### src/rtl/mdte_pkg.sv
// Shared types and date arithmetic helpers for the minute date to epoch unit.
// No dependencies; imported by every module of the block.
package mdte_pkg;

    localparam int unsigned YearW   = 16;
    localparam int unsigned MonthW  = 4;
    localparam int unsigned DayW    = 5;
    localparam int unsigned HourW   = 5;
    localparam int unsigned MinuteW = 6;
    localparam int unsigned TickW   = 32;
    localparam int unsigned EpochW  = 32;
    localparam int unsigned YoffW   = 7;   // year offset from 2000, 0..100
    localparam int unsigned DaysW   = 16;  // days since 1970 up to early 2100
    localparam int unsigned SecW    = 6;   // interpolated seconds, 0..59

    localparam logic [YoffW-1:0]  YoffCentury  = 7'd100;
    localparam logic [MonthW-1:0] MonthsInYear = 4'd12;
    localparam logic [MonthW-1:0] MonthMarch   = 4'd2;
    localparam logic [TickW-1:0]  MinuteMs     = 32'd60000;
    localparam logic [SecW-1:0]   SecMax       = 6'd59;
    localparam logic [15:0]       DaysTo2000   = 16'd10957;

    // One sample as held in the input register
    typedef struct packed {
        logic [YearW-1:0]   year_code;
        logic [YoffW-1:0]   year_mod;    // year_code mod 100
        logic [MonthW-1:0]  month_index;
        logic [DayW-1:0]    day_index;
        logic [HourW-1:0]   hour_value;
        logic [MinuteW-1:0] minute_value;
        logic [TickW-1:0]   tick_ms;
    } sample_t;

    // year mod 100 through a reciprocal multiply: floor(y * 83887 / 2^23)
    // is exact for every 16-bit y
    function automatic logic [YoffW-1:0] year_mod100(input logic [YearW-1:0] y);
        logic [32:0] prod;
        logic [9:0]  quot;
        logic [15:0] rem;
        prod = {17'd0, y} * 33'd83887;
        quot = prod[32:23];
        rem  = y - ({6'd0, quot} * 16'd100);
        return rem[YoffW-1:0];
    endfunction

    // Days from 1970-01-01 to January 1 of year 2000 + yo, yo in 0..100
    function automatic logic [DaysW-1:0] year_start_days(input logic [YoffW-1:0] yo);
        logic [15:0] y16;
        logic [15:0] leaps;
        y16   = {9'd0, yo};
        leaps = (y16 + 16'd3) >> 2;
        return DaysTo2000 + (y16 * 16'd365) + leaps;
    endfunction

    // Days from January 1 to the first of month m (zero-based), common year
    function automatic logic [8:0] month_start_days(input logic [MonthW-1:0] m);
        logic [8:0] d;
        case (m)
            4'd0:    d = 9'd0;
            4'd1:    d = 9'd31;
            4'd2:    d = 9'd59;
            4'd3:    d = 9'd90;
            4'd4:    d = 9'd120;
            4'd5:    d = 9'd151;
            4'd6:    d = 9'd181;
            4'd7:    d = 9'd212;
            4'd8:    d = 9'd243;
            4'd9:    d = 9'd273;
            4'd10:   d = 9'd304;
            4'd11:   d = 9'd334;
            default: d = 9'd0;
        endcase
        return d;
    endfunction

    // Whole seconds of a millisecond span, clamped to 59. Below one minute
    // floor(e * 67109 / 2^26) equals e / 1000.
    function automatic logic [SecW-1:0] ms_to_sec_sat(input logic [TickW-1:0] e);
        logic [32:0] prod;
        prod = {17'd0, e[15:0]} * 33'd67109;
        if (e >= MinuteMs) begin
            return SecMax;
        end
        return prod[31:26];
    endfunction

endpackage

### src/rtl/minute_date_to_epoch_interpolator_unit.sv
// Top level of the minute date to epoch interpolator.
// Depends on mdte_pkg, mdte_input_stage and mdte_epoch_core.
//
// Converts a sampled civil date and time (year code, zero-based month and
// day, hour, minute) plus a free-running millisecond tick into Unix epoch
// seconds. The year is read as 2000 + (year_code mod 100); months 12..15
// roll into the following year, and day, hour and minute add linearly, so
// out-of-range fields never fault. A year code of zero means "not synced":
// the result has time_valid low, epoch_seconds zero, and the stored anchor
// is left alone. Any other sample whose date or time fields differ from the
// last stored ones takes its own tick as the new anchor; the result is the
// start of the minute plus the whole seconds elapsed since that anchor
// (tick difference modulo 2^32), clamped to 59. Each transfer yields
// exactly one result, in order. A sample passes through the input
// register, where the year code is reduced mod 100, and then through the
// date arithmetic and anchor update into the result register. Throughput
// is one sample per cycle while out_ready is high; the anchor update
// completes in the same cycle that a sample leaves the input register,
// so consecutive samples see each other's anchor with no gap.
// in_ready follows out_ready combinationally through the two stages.
// After reset the anchor tick is zero and the stored fields hold values no
// legal sample repeats, so the first synced sample always sets the anchor.
module minute_date_to_epoch_interpolator_unit
    import mdte_pkg::*;
(
    input  logic               clk,
    input  logic               rst_n,
    input  logic               in_valid,
    output logic               in_ready,
    input  logic [YearW-1:0]   year_code,
    input  logic [MonthW-1:0]  month_index,
    input  logic [DayW-1:0]    day_index,
    input  logic [HourW-1:0]   hour_value,
    input  logic [MinuteW-1:0] minute_value,
    input  logic [TickW-1:0]   tick_ms,
    output logic               out_valid,
    input  logic               out_ready,
    output logic               time_valid,
    output logic [EpochW-1:0]  epoch_seconds
);

    logic    s1_valid;
    logic    s1_take;
    sample_t s1_sample;

    // input register: accept a transfer whenever the stage is empty or drains
    mdte_input_stage u_input_stage (
        .clk          (clk),
        .rst_n        (rst_n),
        .in_valid     (in_valid),
        .in_ready     (in_ready),
        .year_code    (year_code),
        .month_index  (month_index),
        .day_index    (day_index),
        .hour_value   (hour_value),
        .minute_value (minute_value),
        .tick_ms      (tick_ms),
        .s1_valid     (s1_valid),
        .s1_take      (s1_take),
        .s1_sample    (s1_sample)
    );

    // anchor tracking, epoch arithmetic and the result register
    mdte_epoch_core u_epoch_core (
        .clk           (clk),
        .rst_n         (rst_n),
        .s1_valid      (s1_valid),
        .s1_take       (s1_take),
        .s1_sample     (s1_sample),
        .out_valid     (out_valid),
        .out_ready     (out_ready),
        .time_valid    (time_valid),
        .epoch_seconds (epoch_seconds)
    );

endmodule

### src/rtl/mdte_input_stage.sv
// Input register of the minute date to epoch unit; reduces the year code mod 100.
// Depends on mdte_pkg.
module mdte_input_stage
    import mdte_pkg::*;
(
    input  logic                clk,
    input  logic                rst_n,
    input  logic                in_valid,
    output logic                in_ready,
    input  logic [YearW-1:0]    year_code,
    input  logic [MonthW-1:0]   month_index,
    input  logic [DayW-1:0]     day_index,
    input  logic [HourW-1:0]    hour_value,
    input  logic [MinuteW-1:0]  minute_value,
    input  logic [TickW-1:0]    tick_ms,
    output logic                s1_valid,
    input  logic                s1_take,
    output sample_t             s1_sample
);

    logic    valid_reg;
    logic    valid_next;
    sample_t sample_reg;
    sample_t sample_next;
    logic    load;

    assign in_ready = !valid_reg || s1_take;
    assign load     = in_valid && in_ready;

    always_comb
    begin
        valid_next = valid_reg;
        if (load) begin
            valid_next = 1'b1;
        end else if (s1_take) begin
            valid_next = 1'b0;
        end
        sample_next.year_code    = year_code;
        sample_next.year_mod     = year_mod100(year_code);
        sample_next.month_index  = month_index;
        sample_next.day_index    = day_index;
        sample_next.hour_value   = hour_value;
        sample_next.minute_value = minute_value;
        sample_next.tick_ms      = tick_ms;
    end

    always_ff @(posedge clk or negedge rst_n)
    begin
        if (!rst_n) begin
            valid_reg <= 1'b0;
        end else begin
            valid_reg <= valid_next;
        end
    end

    // hold payload until the next transfer
    always_ff @(posedge clk)
    begin
        if (load) begin
            sample_reg <= sample_next;
        end
    end

    assign s1_valid  = valid_reg;
    assign s1_sample = sample_reg;

endmodule

### src/rtl/mdte_epoch_core.sv
// Anchor state, epoch arithmetic and result register of the minute date unit.
// Depends on mdte_pkg.
module mdte_epoch_core
    import mdte_pkg::*;
(
    input  logic               clk,
    input  logic               rst_n,
    input  logic               s1_valid,
    output logic               s1_take,
    input  sample_t            s1_sample,
    output logic               out_valid,
    input  logic               out_ready,
    output logic               time_valid,
    output logic [EpochW-1:0]  epoch_seconds
);

    logic [YearW-1:0]   seen_year_reg,   seen_year_next;
    logic [MonthW-1:0]  seen_month_reg,  seen_month_next;
    logic [DayW-1:0]    seen_day_reg,    seen_day_next;
    logic [HourW-1:0]   seen_hour_reg,   seen_hour_next;
    logic [MinuteW-1:0] seen_minute_reg, seen_minute_next;
    logic [TickW-1:0]   anchor_reg,      anchor_next;
    logic               out_valid_reg,   out_valid_next;
    logic               tv_reg,          tv_next;
    logic [EpochW-1:0]  epoch_reg,       epoch_next;

    logic               fire;
    logic               synced;
    logic               changed;
    logic [TickW-1:0]   anchor_eff;
    logic [TickW-1:0]   elapsed_ms;
    logic [SecW-1:0]    elapsed_s;
    logic               month_wrap;
    logic [YoffW-1:0]   yoff;
    logic [MonthW-1:0]  month_eff;
    logic               leap;
    logic [DaysW-1:0]   days;
    logic [32:0]        day_secs;
    logic [EpochW-1:0]  tod_secs;

    assign s1_take = !out_valid_reg || out_ready;
    assign fire    = s1_valid && s1_take;
    assign synced  = (s1_sample.year_code != '0);

    assign changed = (s1_sample.year_code    != seen_year_reg)
                  || (s1_sample.month_index  != seen_month_reg)
                  || (s1_sample.day_index    != seen_day_reg)
                  || (s1_sample.hour_value   != seen_hour_reg)
                  || (s1_sample.minute_value != seen_minute_reg);

    always_comb
    begin
        // a changed sample anchors at its own tick
        anchor_eff = changed ? s1_sample.tick_ms : anchor_reg;
        elapsed_ms = s1_sample.tick_ms - anchor_eff;
        elapsed_s  = ms_to_sec_sat(elapsed_ms);

        // months 12..15 roll into the next year
        month_wrap = (s1_sample.month_index >= MonthsInYear);
        yoff       = s1_sample.year_mod + {6'd0, month_wrap};
        month_eff  = month_wrap ? (s1_sample.month_index - MonthsInYear)
                                : s1_sample.month_index;
        leap       = (yoff[1:0] == 2'b00) && (yoff != YoffCentury);

        days = year_start_days(yoff)
             + {7'd0, month_start_days(month_eff)}
             + {15'd0, (leap && (month_eff >= MonthMarch))}
             + {11'd0, s1_sample.day_index};

        day_secs = {17'd0, days} * 33'd86400;
        tod_secs = ({27'd0, s1_sample.hour_value} * 32'd3600)
                 + ({26'd0, s1_sample.minute_value} * 32'd60)
                 + {26'd0, elapsed_s};

        seen_year_next   = seen_year_reg;
        seen_month_next  = seen_month_reg;
        seen_day_next    = seen_day_reg;
        seen_hour_next   = seen_hour_reg;
        seen_minute_next = seen_minute_reg;
        anchor_next      = anchor_reg;
        if (fire && synced && changed) begin
            seen_year_next   = s1_sample.year_code;
            seen_month_next  = s1_sample.month_index;
            seen_day_next    = s1_sample.day_index;
            seen_hour_next   = s1_sample.hour_value;
            seen_minute_next = s1_sample.minute_value;
            anchor_next      = s1_sample.tick_ms;
        end

        out_valid_next = out_valid_reg;
        if (fire) begin
            out_valid_next = 1'b1;
        end else if (out_ready) begin
            out_valid_next = 1'b0;
        end

        tv_next    = synced;
        epoch_next = synced ? (day_secs[EpochW-1:0] + tod_secs) : '0;
    end

    always_ff @(posedge clk or negedge rst_n)
    begin
        if (!rst_n) begin
            seen_year_reg   <= '0;
            seen_month_reg  <= '1;
            seen_day_reg    <= '1;
            seen_hour_reg   <= '1;
            seen_minute_reg <= '1;
            anchor_reg      <= '0;
            out_valid_reg   <= 1'b0;
        end else begin
            seen_year_reg   <= seen_year_next;
            seen_month_reg  <= seen_month_next;
            seen_day_reg    <= seen_day_next;
            seen_hour_reg   <= seen_hour_next;
            seen_minute_reg <= seen_minute_next;
            anchor_reg      <= anchor_next;
            out_valid_reg   <= out_valid_next;
        end
    end

    // hold result payload while the consumer stalls
    always_ff @(posedge clk)
    begin
        if (fire) begin
            tv_reg    <= tv_next;
            epoch_reg <= epoch_next;
        end
    end

    assign out_valid     = out_valid_reg;
    assign time_valid    = tv_reg;
    assign epoch_seconds = epoch_reg;

endmodule

### config.mk
export PLATFORM = sky130hd
export DESIGN_NAME = minute_date_to_epoch_interpolator_unit
export DESIGN_NICKNAME = d
export VERILOG_FILES = /design/src/rtl/mdte_pkg.sv /design/src/rtl/minute_date_to_epoch_interpolator_unit.sv /design/src/rtl/mdte_input_stage.sv /design/src/rtl/mdte_epoch_core.sv
export SDC_FILE = /design/constraint.sdc
export NUM_CORES = 1
export LEC_CHECK = 0
export ABC_CLOCK_PERIOD_IN_PS = 24000
export BUFFER_PORTS_ARGS = -buffer_cell sky130_fd_sc_hd__buf_2
export CORE_MARGIN = 3
export CORE_UTILIZATION = 40
export CTS_CLUSTER_DIAMETER = 200
export CTS_CLUSTER_SIZE = 24
export DETAILED_ROUTE_END_ITERATION = 16
export SYNTH_ARGS = -nofsm -noshare
export SYNTH_HDL_FRONTEND = slang
export SYNTH_SLANG_ARGS = --single-unit
export TNS_END_PERCENT = 30
### constraint.sdc
create_clock -name clk -period 24 [get_ports clk]
set_clock_uncertainty 0.15 [all_clocks]
set_input_delay 6 -clock clk [delete_from_list [all_inputs] [get_ports clk]]
set_output_delay 6 -clock clk [all_outputs]
set_load 0.01 [all_outputs]
======== After elaboration in Yosys (flattened, before gate mapping) ========
Memory sizes are Yosys's and may differ from the RTL's.
Cells that the tools add are included.
storage, ports and cells
  bits in registers ....................... 178
  latch bits .............................. 0
  bits in writable memories ............... 0
  bits in read-only memories .............. 144
  input bits .............................. 72
  output and inout port bits .............. 35
  logic and storage cells ................. 74
  memories kept ........................... 1
memory list
  name             depth  bits a word  rd ports  clocked after Yosys merged registers in  write ports  line            source
  (no name shown)  16     9            1         0                                        0            mdte_pkg.sv:58  case (m)
cells by class
  add/sub/neg operators ................... 13
  multipliers ............................. 7
  div/mod/pow operators ................... 0
  order comparisons ....................... 3
  equality and inequality tests ........... 6
  shift operators ......................... 0
  mux-type cells .......................... 9
  bitwise logic cells ..................... 0
  reductions and logical operators ........ 18
operators with widths
  kind                                                                  count
  multiplier 16 x 17 -> 33 bit (second input constant)                  1
  adder 32 bit                                                          1
  adder 32 x 6 -> 32 bit                                                1
  greater-or-equal comparator 32 x 16 -> 1 bit (second input constant)  1
  multiplier 16 x 17 -> 32 bit (second input constant)                  1
  2-to-1 mux 32 bit                                                     1
  subtractor 32 bit                                                     1
  multiplier 16 x 10 -> 25 bit (second input constant)                  1
  adder 17 x 12 -> 18 bit                                               1
  adder 14 x 16 -> 16 bit (first input constant)                        1
  adder 16 x 1 -> 16 bit                                                1
  adder 16 x 14 -> 16 bit                                               1
  adder 16 x 5 -> 16 bit                                                1
  adder 16 x 9 -> 16 bit                                                1
  multiplier 7 x 9 -> 16 bit (second input constant)                    1
  inequality test 16 bit                                                1
  nonzero test 16 bit                                                   1
  multiplier 5 x 8 -> 13 bit (second input constant)                    1
  2-to-1 mux 6 bit                                                      2
  multiplier 10 x 5 -> 5 bit (second input constant)                    1
  multiplier 6 x 4 -> 10 bit (second input constant)                    1
  inequality test 5 bit                                                 2
  adder 7 x 2 -> 8 bit (second input constant)                          1
  adder 7 x 1 -> 7 bit                                                  1
  other kinds (14)                                                      30

======== Logic depth before layout (Yosys ltp) ========
Gate-level depths: netlist (run 1).
  depth in word-level cells ............... 12
  mapped depth ............................ 49
  mapped depth without buffers ............ 47

======== By module ========
From an unflattened synthesis (run 1), not the netlist that was laid out.
unflattened totals
  cells, all modules ...................... 2390
  area total of the unflattened synthesis .. 24227.0 um^2
by module, submodules not included
  module            times used  cells an instance  area an instance (um^2)  sequential area each (um^2)
  mdte_epoch_core   1           1821               17285.3                  2742.6
  mdte_input_stage  1           569                6941.7                   2217.1

======== Worst setup path after synthesis (run 1) ========
OpenSTA, ideal clock, no wires.
  path kind ............................... in2reg
  start point ............................. input port year_code[13]
  end point ............................... register u_input_stage.sample_reg, in the netlist u_input_stage.s1_sample[58] (data pin)
  setup time .............................. 0.260 ns
  data arrival time ....................... 12.221 ns
  data required time ...................... 23.590 ns
  setup slack ............................. 11.369 ns
  stages .................................. 27
  cells stage by stage .................... fa_1 fa_1 inv_1 fa_1 fa_1 inv_1 fa_1 fa_1 ha_1 a21o_1 a21o_1 a21oi_1 o21ai_0 a21oi_1 a21boi_0 o31a_1 a21oi_1 o21bai_1 xor2_1 ha_1 inv_1 ha_1 a21oi_1 xnor2_1 xnor2_1 xnor2_1 xnor2_1
RTL lines
  what                  line                                          source
  start, declared       minute_date_to_epoch_interpolator_unit.sv:30  input logic [YearW-1:0] year_code,
  end signal, assigned  mdte_input_stage.sv:60                        sample_reg <= sample_next;
  end, declared         mdte_input_stage.sv:23                        sample_t sample_reg;

==> flow_summary.yaml, run 1 <==
status:
  status: "completed"
timing:
  finalCritPeriodShare: 0.5299
  period_minus_slack_ns: 12.72
  finalSetupViolations: 0
  rsz0062_at_grt: "false"
  timing_hold_violations_final: 0
  slew_violations: 0
  clock.fmax_mhz: 78.63
  tightestPinTransition_ns: 0.9451
  max-slew-margin-rel: 0.3654
  tns_ns: 0
clocking:
  clk_pin_slew_ns: 0.07
  cts_hold_buf: 0
  h-tree-depth: 4
  cts_tree: "built"
  clkSinkCount: 176
  clockBufferDepth: 2
  insertion_delay_ns: 0.48
  root_buffer: "clkbuf_16"
  post-cts-setup-buffers: 0
  cts_made_buffers: 17
  ctsResizeCount: 0
placed_design:
  dp_hpwl_um: 45290
  gp_congestion: 0.8774
  port_buffers: 106
critical_path:
  crit_buf_inv: 4
  reg2reg_setup_slack_ns: 11.62
  crit_top_cell: "fa_1"
  cp_top_family: "adder cells"
  critical_path_peak_fanout: 6
  crit_type: "primary input to flop"
  rr_startpoint: "u_input_stage.s1_sample[50]"
  r2r_cells: 46
  cpPeakStageDelay_ns: 0.61
  cp-start-kind: "primary input"
  cp.required_ns: 24.08
  reg2reg_to: "u_epoch_core.epoch_seconds[31]"
  crit_arrival_ns: 12.79
  cp-end-kind: "flop"
  crit_slowest_cell: "fa_1"
floorplanning:
  core_mm2: 0.05924
  floorplan.die.height_um: 251.1
  start_util: 0.4057
  die_w_um: 251.1
  io_pins: 107
  rows: 89
  dieArea_mm2: 0.06307
layout:
  num_antenna_cells: 0
  drive_above_1_share: 0.1114
  multi_input_area_mm2: 0.01730
  largest_reg_flops: 73
  nFillCells: 5714
  regArea_mm2: 0.004960
  area_growth_syn_to_layout_pct: 8.277
  layout.nets: 3207
yosys:
  synthCells: 2329
  netlist.area_leader.share: 0.2561
  synthArstFlopShare: 0.3977
  synth_ff_type: "edfxtp_1"
  synth_cell_types: 87
  synth_area_per_cell_um2: 10.32
  synth_edf_count: 106
  synth-seq-cells: 176
  yosys.area.top_type: "ha_1"
  synth_nets: 3107
  synth-seq-area-share: 0.2064
  synth_most_common_cell: "ha_1"
  syn_area_mm2: 0.02404
  ys_top_cells_by_area: "ha_1, fa_1, edfxtp_1"
  synthTopCellsByCount: "ha_1, inv_1, fa_1, xnor2_1, edfxtp_1"
  synth_warnings: 0
global_route:
  grt_first_pass_wirelength_um: 88090
  overflow: 0
  grt_pass1_vias: 16985
  grt_max_degree: 71
  grt_use_total: 0.1742
  antenna_found_initial: 2
route:
  routedWlPerCell_um: 16.59
  via_count: 16482
  drt-initial-drc-count: 815
  vias_per_cell: 5.127
  route.detailed.drc: 0
  final_antenna_net_count: 0
  routed_wl_um: 53320
  firstDrtPassIters: 7
worst_hold_path:
  worstHoldPathCells: 1
  hold_class: "flop to flop"
  hold_end: "u_epoch_core.out_valid"
  min_from: "u_input_stage.s1_valid"
job:
  max_cap_violations: 0
[worst max-delay path by stage]
stage	startpoint	depth (start not counted)	slack (ns)	endpoint
after global routing	u_input_stage.s1_sample[50]	46	10.70	u_epoch_core.epoch_seconds[29]
after floorplan	year_code[13]	27	11.37	u_input_stage.s1_sample[58]
final	year_code[13]	28	11.28	u_input_stage.s1_sample[58]
after global placement	year_code[2]	25	10.87	u_input_stage.s1_sample[58]
after detailed placement	year_code[2]	25	10.80	u_input_stage.s1_sample[58]
after CTS	year_code[13]	28	11.35	u_input_stage.s1_sample[58]
[metal layers]
layer  global-route usage  vias up  part of all wire
met5                    0        -           0.00024
met4              0.03879        2             0.012
li1                     -     8134                 -
met2               0.2957      235              0.48
met1               0.2395     8079              0.48
met3              0.02100       32             0.028
[metrics by stage]
step                cell area (um2)    util  hold slack [ns]  std cells  setup slack, ns
floorplan                     24040       -           0.2987       2329            11.37
global placement              25450  0.4296           0.3164       3183            10.87
detailed placement            25450  0.4296           0.3322       3183            10.80
CTS                           26030  0.4393           0.3437       3215            11.35
global route                  26030  0.4393           0.3515       3215            10.70
finish                        26030  0.4393           0.3371       3215            11.28
[layout make-up]
type | instances | area share
Clock buffer | 22 | 0.01947
Clock inverter | 10 | 0.002692
Inverter | 431 | 0.06216
Multi-Input combinational cell | 1687 | 0.6646
Sequential cell | 176 | 0.1906
Tap cell | 773 | 0.03716
Timing Repair Buffer | 116 | 0.02337
[logic make-up after synthesis]
logic type | synth area share
AOI/OAI and AO/OA | 0.1018
xor gates and xnor gates | 0.06231
buffers and inverters | 0.07428
adders and majority gates | 0.4344
muxes | 0.04654
and+or+nand+nor | 0.07434
DFF | 0.2064
[placed cells by master, fill, tap and decap left out, types with 11 or more instances in the layout]
cell and count:
a211oi_1 11, a21o_1 55, a21oi_1 96, a31oi_1 14, buf_2 105, buf_4 11, clkbuf_16 19, dfrtp_1 50
dfstp_2 20, edfxtp_1 106, fa_1 214, ha_1 492, inv_1 431, mux2_2 69, mux2i_1 33, nand2_1 78
nand2b_1 15, nand3_1 30, nand4_1 27, nor2_1 89, nor2b_1 12, nor3_1 27, nor4_1 11, o211ai_1 12
o21a_1 13, o21ai_0 53, o21bai_1 23, xnor2_1 112, xor2_1 59
[worst register-to-register path: cells and delay by family (launching register included)]
kind | cells | cell delay, ns
AO/OA/AOI/OAI | 19 | 3.53
adder cells (fa/ha/maj) | 10 | 3.70
XOR/XNOR | 3 | 1.08
multiplexers | 1 | 0.41
AND/OR/NAND/NOR | 10 | 2.35
flip-flops | 1 | 0.57
buffers and inverters | 3 | 0.45
Power of run 1 is not shown: default switching activity piles up to over one toggle a cycle in this logic, so the estimate is an artifact.
==> inputs of run 2 (changes only) <==
ABC_CLOCK_PERIOD_IN_PS = 12700   (was 24000)
clock period = 12.7 ns   (was 24 ns; I/O delays follow)
==> run 2 against run 1 <==
Sequential share of layout area decreased by 0.050 points; critical path depth up 14; via count about the same; highest routed layer is now met4; final area increased by 0.26%; global-route usage barely moved; die area unchanged; routed wire length is 0.12% higher; final cell count is essentially flat; hold slack worse by 0.00091 ns; count of clock-buffer cells in the layout is 4 lower; setup slack lost 10 ns; sequential cell count is the same.
==> flow_summary.yaml, run 2 (synthesis results as in run 1) <==
worst_hold_path:
  worstHoldPathCells: 1
  hold_class: "flop to flop"
  min_from: "u_input_stage.s1_valid"
placed_design:
  gp_congestion: 0.9134
  dp_hpwl_um: 45040
  port_buffers: 106
clocking:
  root_buffer: "clkbuf_16"
  cts_made_buffers: 17
  h-tree-depth: 4
  clkSinkCount: 176
  cts_hold_buf: 0
  clk_pin_slew_ns: 0.08
  insertion_delay_ns: 0.46
  clockBufferDepth: 2
  cts_tree: "built"
route:
  route.detailed.drc: 0
  wl_met2_um: 25600
  routed_wl_um: 53390
  drt-initial-drc-count: 776
  final_antenna_net_count: 0
  routedWlPerCell_um: 16.59
  vias_per_cell: 5.121
  wl_met1_um: 25370
  via_count: 16478
  topRoutingLayerUsed: "met4"
  met3_length_um: 1305
  firstDrtPassIters: 5
global_route:
  grt_max_degree: 74
  antenna_found_initial: 2
  grt_pass1_vias: 17143
  grt_first_pass_wirelength_um: 88330
  overflow: 0
  grt_use_total: 0.1739
layout:
  nFillCells: 5727
  area_growth_syn_to_layout_pct: 8.563
  final_util: 0.4405
  drive_above_1_share: 0.1129
  mostFrequentLayoutCell: "ha_1"
  layout.nets: 3209
  largest_reg_flops: 73
  layout_common_cells: "ha_1, inv_1, fa_1"
critical_path:
  rr_startpoint: "u_input_stage.s1_sample[50]"
  cp.required_ns: 12.85
  cp-start-kind: "flop"
  cpPeakStageDelay_ns: 0.56
  crit_buf_inv: 7
  cp_top_family: "adder cells"
  crit_type: "flop to flop"
  r2r_cells: 42
  cp_num_cells: 42
  crit_arrival_ns: 11.86
  cp-end-kind: "flop"
  startpoint: "u_input_stage.s1_sample[50]"
  critical_path_peak_fanout: 12
  crit_slowest_cell: "edfxtp_1"
status:
  status: "completed"
timing:
  finalCritPeriodShare: 0.9218
  slew_violations: 0
  clock.fmax_mhz: 85.42
  finalSetupViolations: 0
  period_minus_slack_ns: 11.71
  tightestPinTransition_ns: 1.037
  timing_hold_violations_final: 0
  max-slew-margin-rel: 0.3086
  tns_ns: 0
  rsz0062_at_grt: "false"
floorplanning:
  core_mm2: 0.05924
  rows: 89
  die_w_um: 251.1
  dieArea_mm2: 0.06307
  start_util: 0.4057
  io_pins: 107
  floorplan.die.height_um: 251.1
job:
  max_cap_violations: 0
## run 2: cell types whose count changed in the layout (fill, tap and decap cells not counted), moves of 2 or more
cell,before,now
inv_8,0,4
clkinv_8,0,5
clkbuf_16,19,17
buf_4,11,13
clkbuf_8,2,0
inv_4,2,0
clkinv_2,2,0
## run 2: final timing paths
| kind | end | slack (ns) |
|---|---|---|
| max reg2reg | u_epoch_core.epoch_seconds[30] | 0.99 |
| min reg2reg | u_epoch_core.out_valid | 0.34 |
| min in group asynchronous | u_epoch_core.anchor_reg[8] | 2.68 |
| max in group asynchronous | u_epoch_core.anchor_reg[30] | 9.07 |
| max | u_epoch_core.epoch_seconds[30] | 0.99 |
| min | u_epoch_core.out_valid | 0.34 |
## run 2: layout make-up
cell class	instances	area, um2	area share
clock inverters	14	191.4	0.007336
repair buffers	118	623.1	0.02388
diodes	1	2.502	0.00009590
clock buffers	18	429.2	0.01645
inverters	431	1618	0.06200
flip-flops and latches	176	4960	0.1901
multi-input cells	1687	17300	0.6631
well taps	773	967.2	0.03707
## run 2: repair_timing
| item | CTS | global route |
|---|---|---|
| setup endpoints to repair | 0 | 3 |
| resized for setup | 0 | 1 |
| setup buffers | 0 | 0 |
## run 2: worst reg2reg max path: cells and delay by family, from the launching register on
family                   cells  cell delay [ns]
AO/OA/AOI/OAI               10             1.80
XOR/XNOR                     4             0.90
adder cells (fa/ha/maj)     13             5.17
buffers and inverters        7             0.66
flip-flops                   1             0.56
AND/OR/NAND/NOR              8             2.33
## run 2: per-stage QoR
stage	instances	hold slack, ns	instance area (um2)	worst slack, ns
floorplan	2329	0.2987	24040	1.694
global placement	3185	0.3089	25460	1.059
detailed placement	3185	0.3171	25460	0.8430
CTS	3217	0.3390	26080	0.7675
global route	3217	0.3638	26090	0.1876
finish	3218	0.3362	26090	0.9938
## run 2: metal layers
| metal | vias up | GRT usage |
|---|---|---|
| met5 | - | 0 |
| met4 | 0 | 0.04575 |
| met3 | 63 | 0.01448 |
| met2 | 222 | 0.2990 |
| met1 | 8042 | 0.2372 |
| li1 | 8151 | - |
Power of run 2 is left out for the same reason.
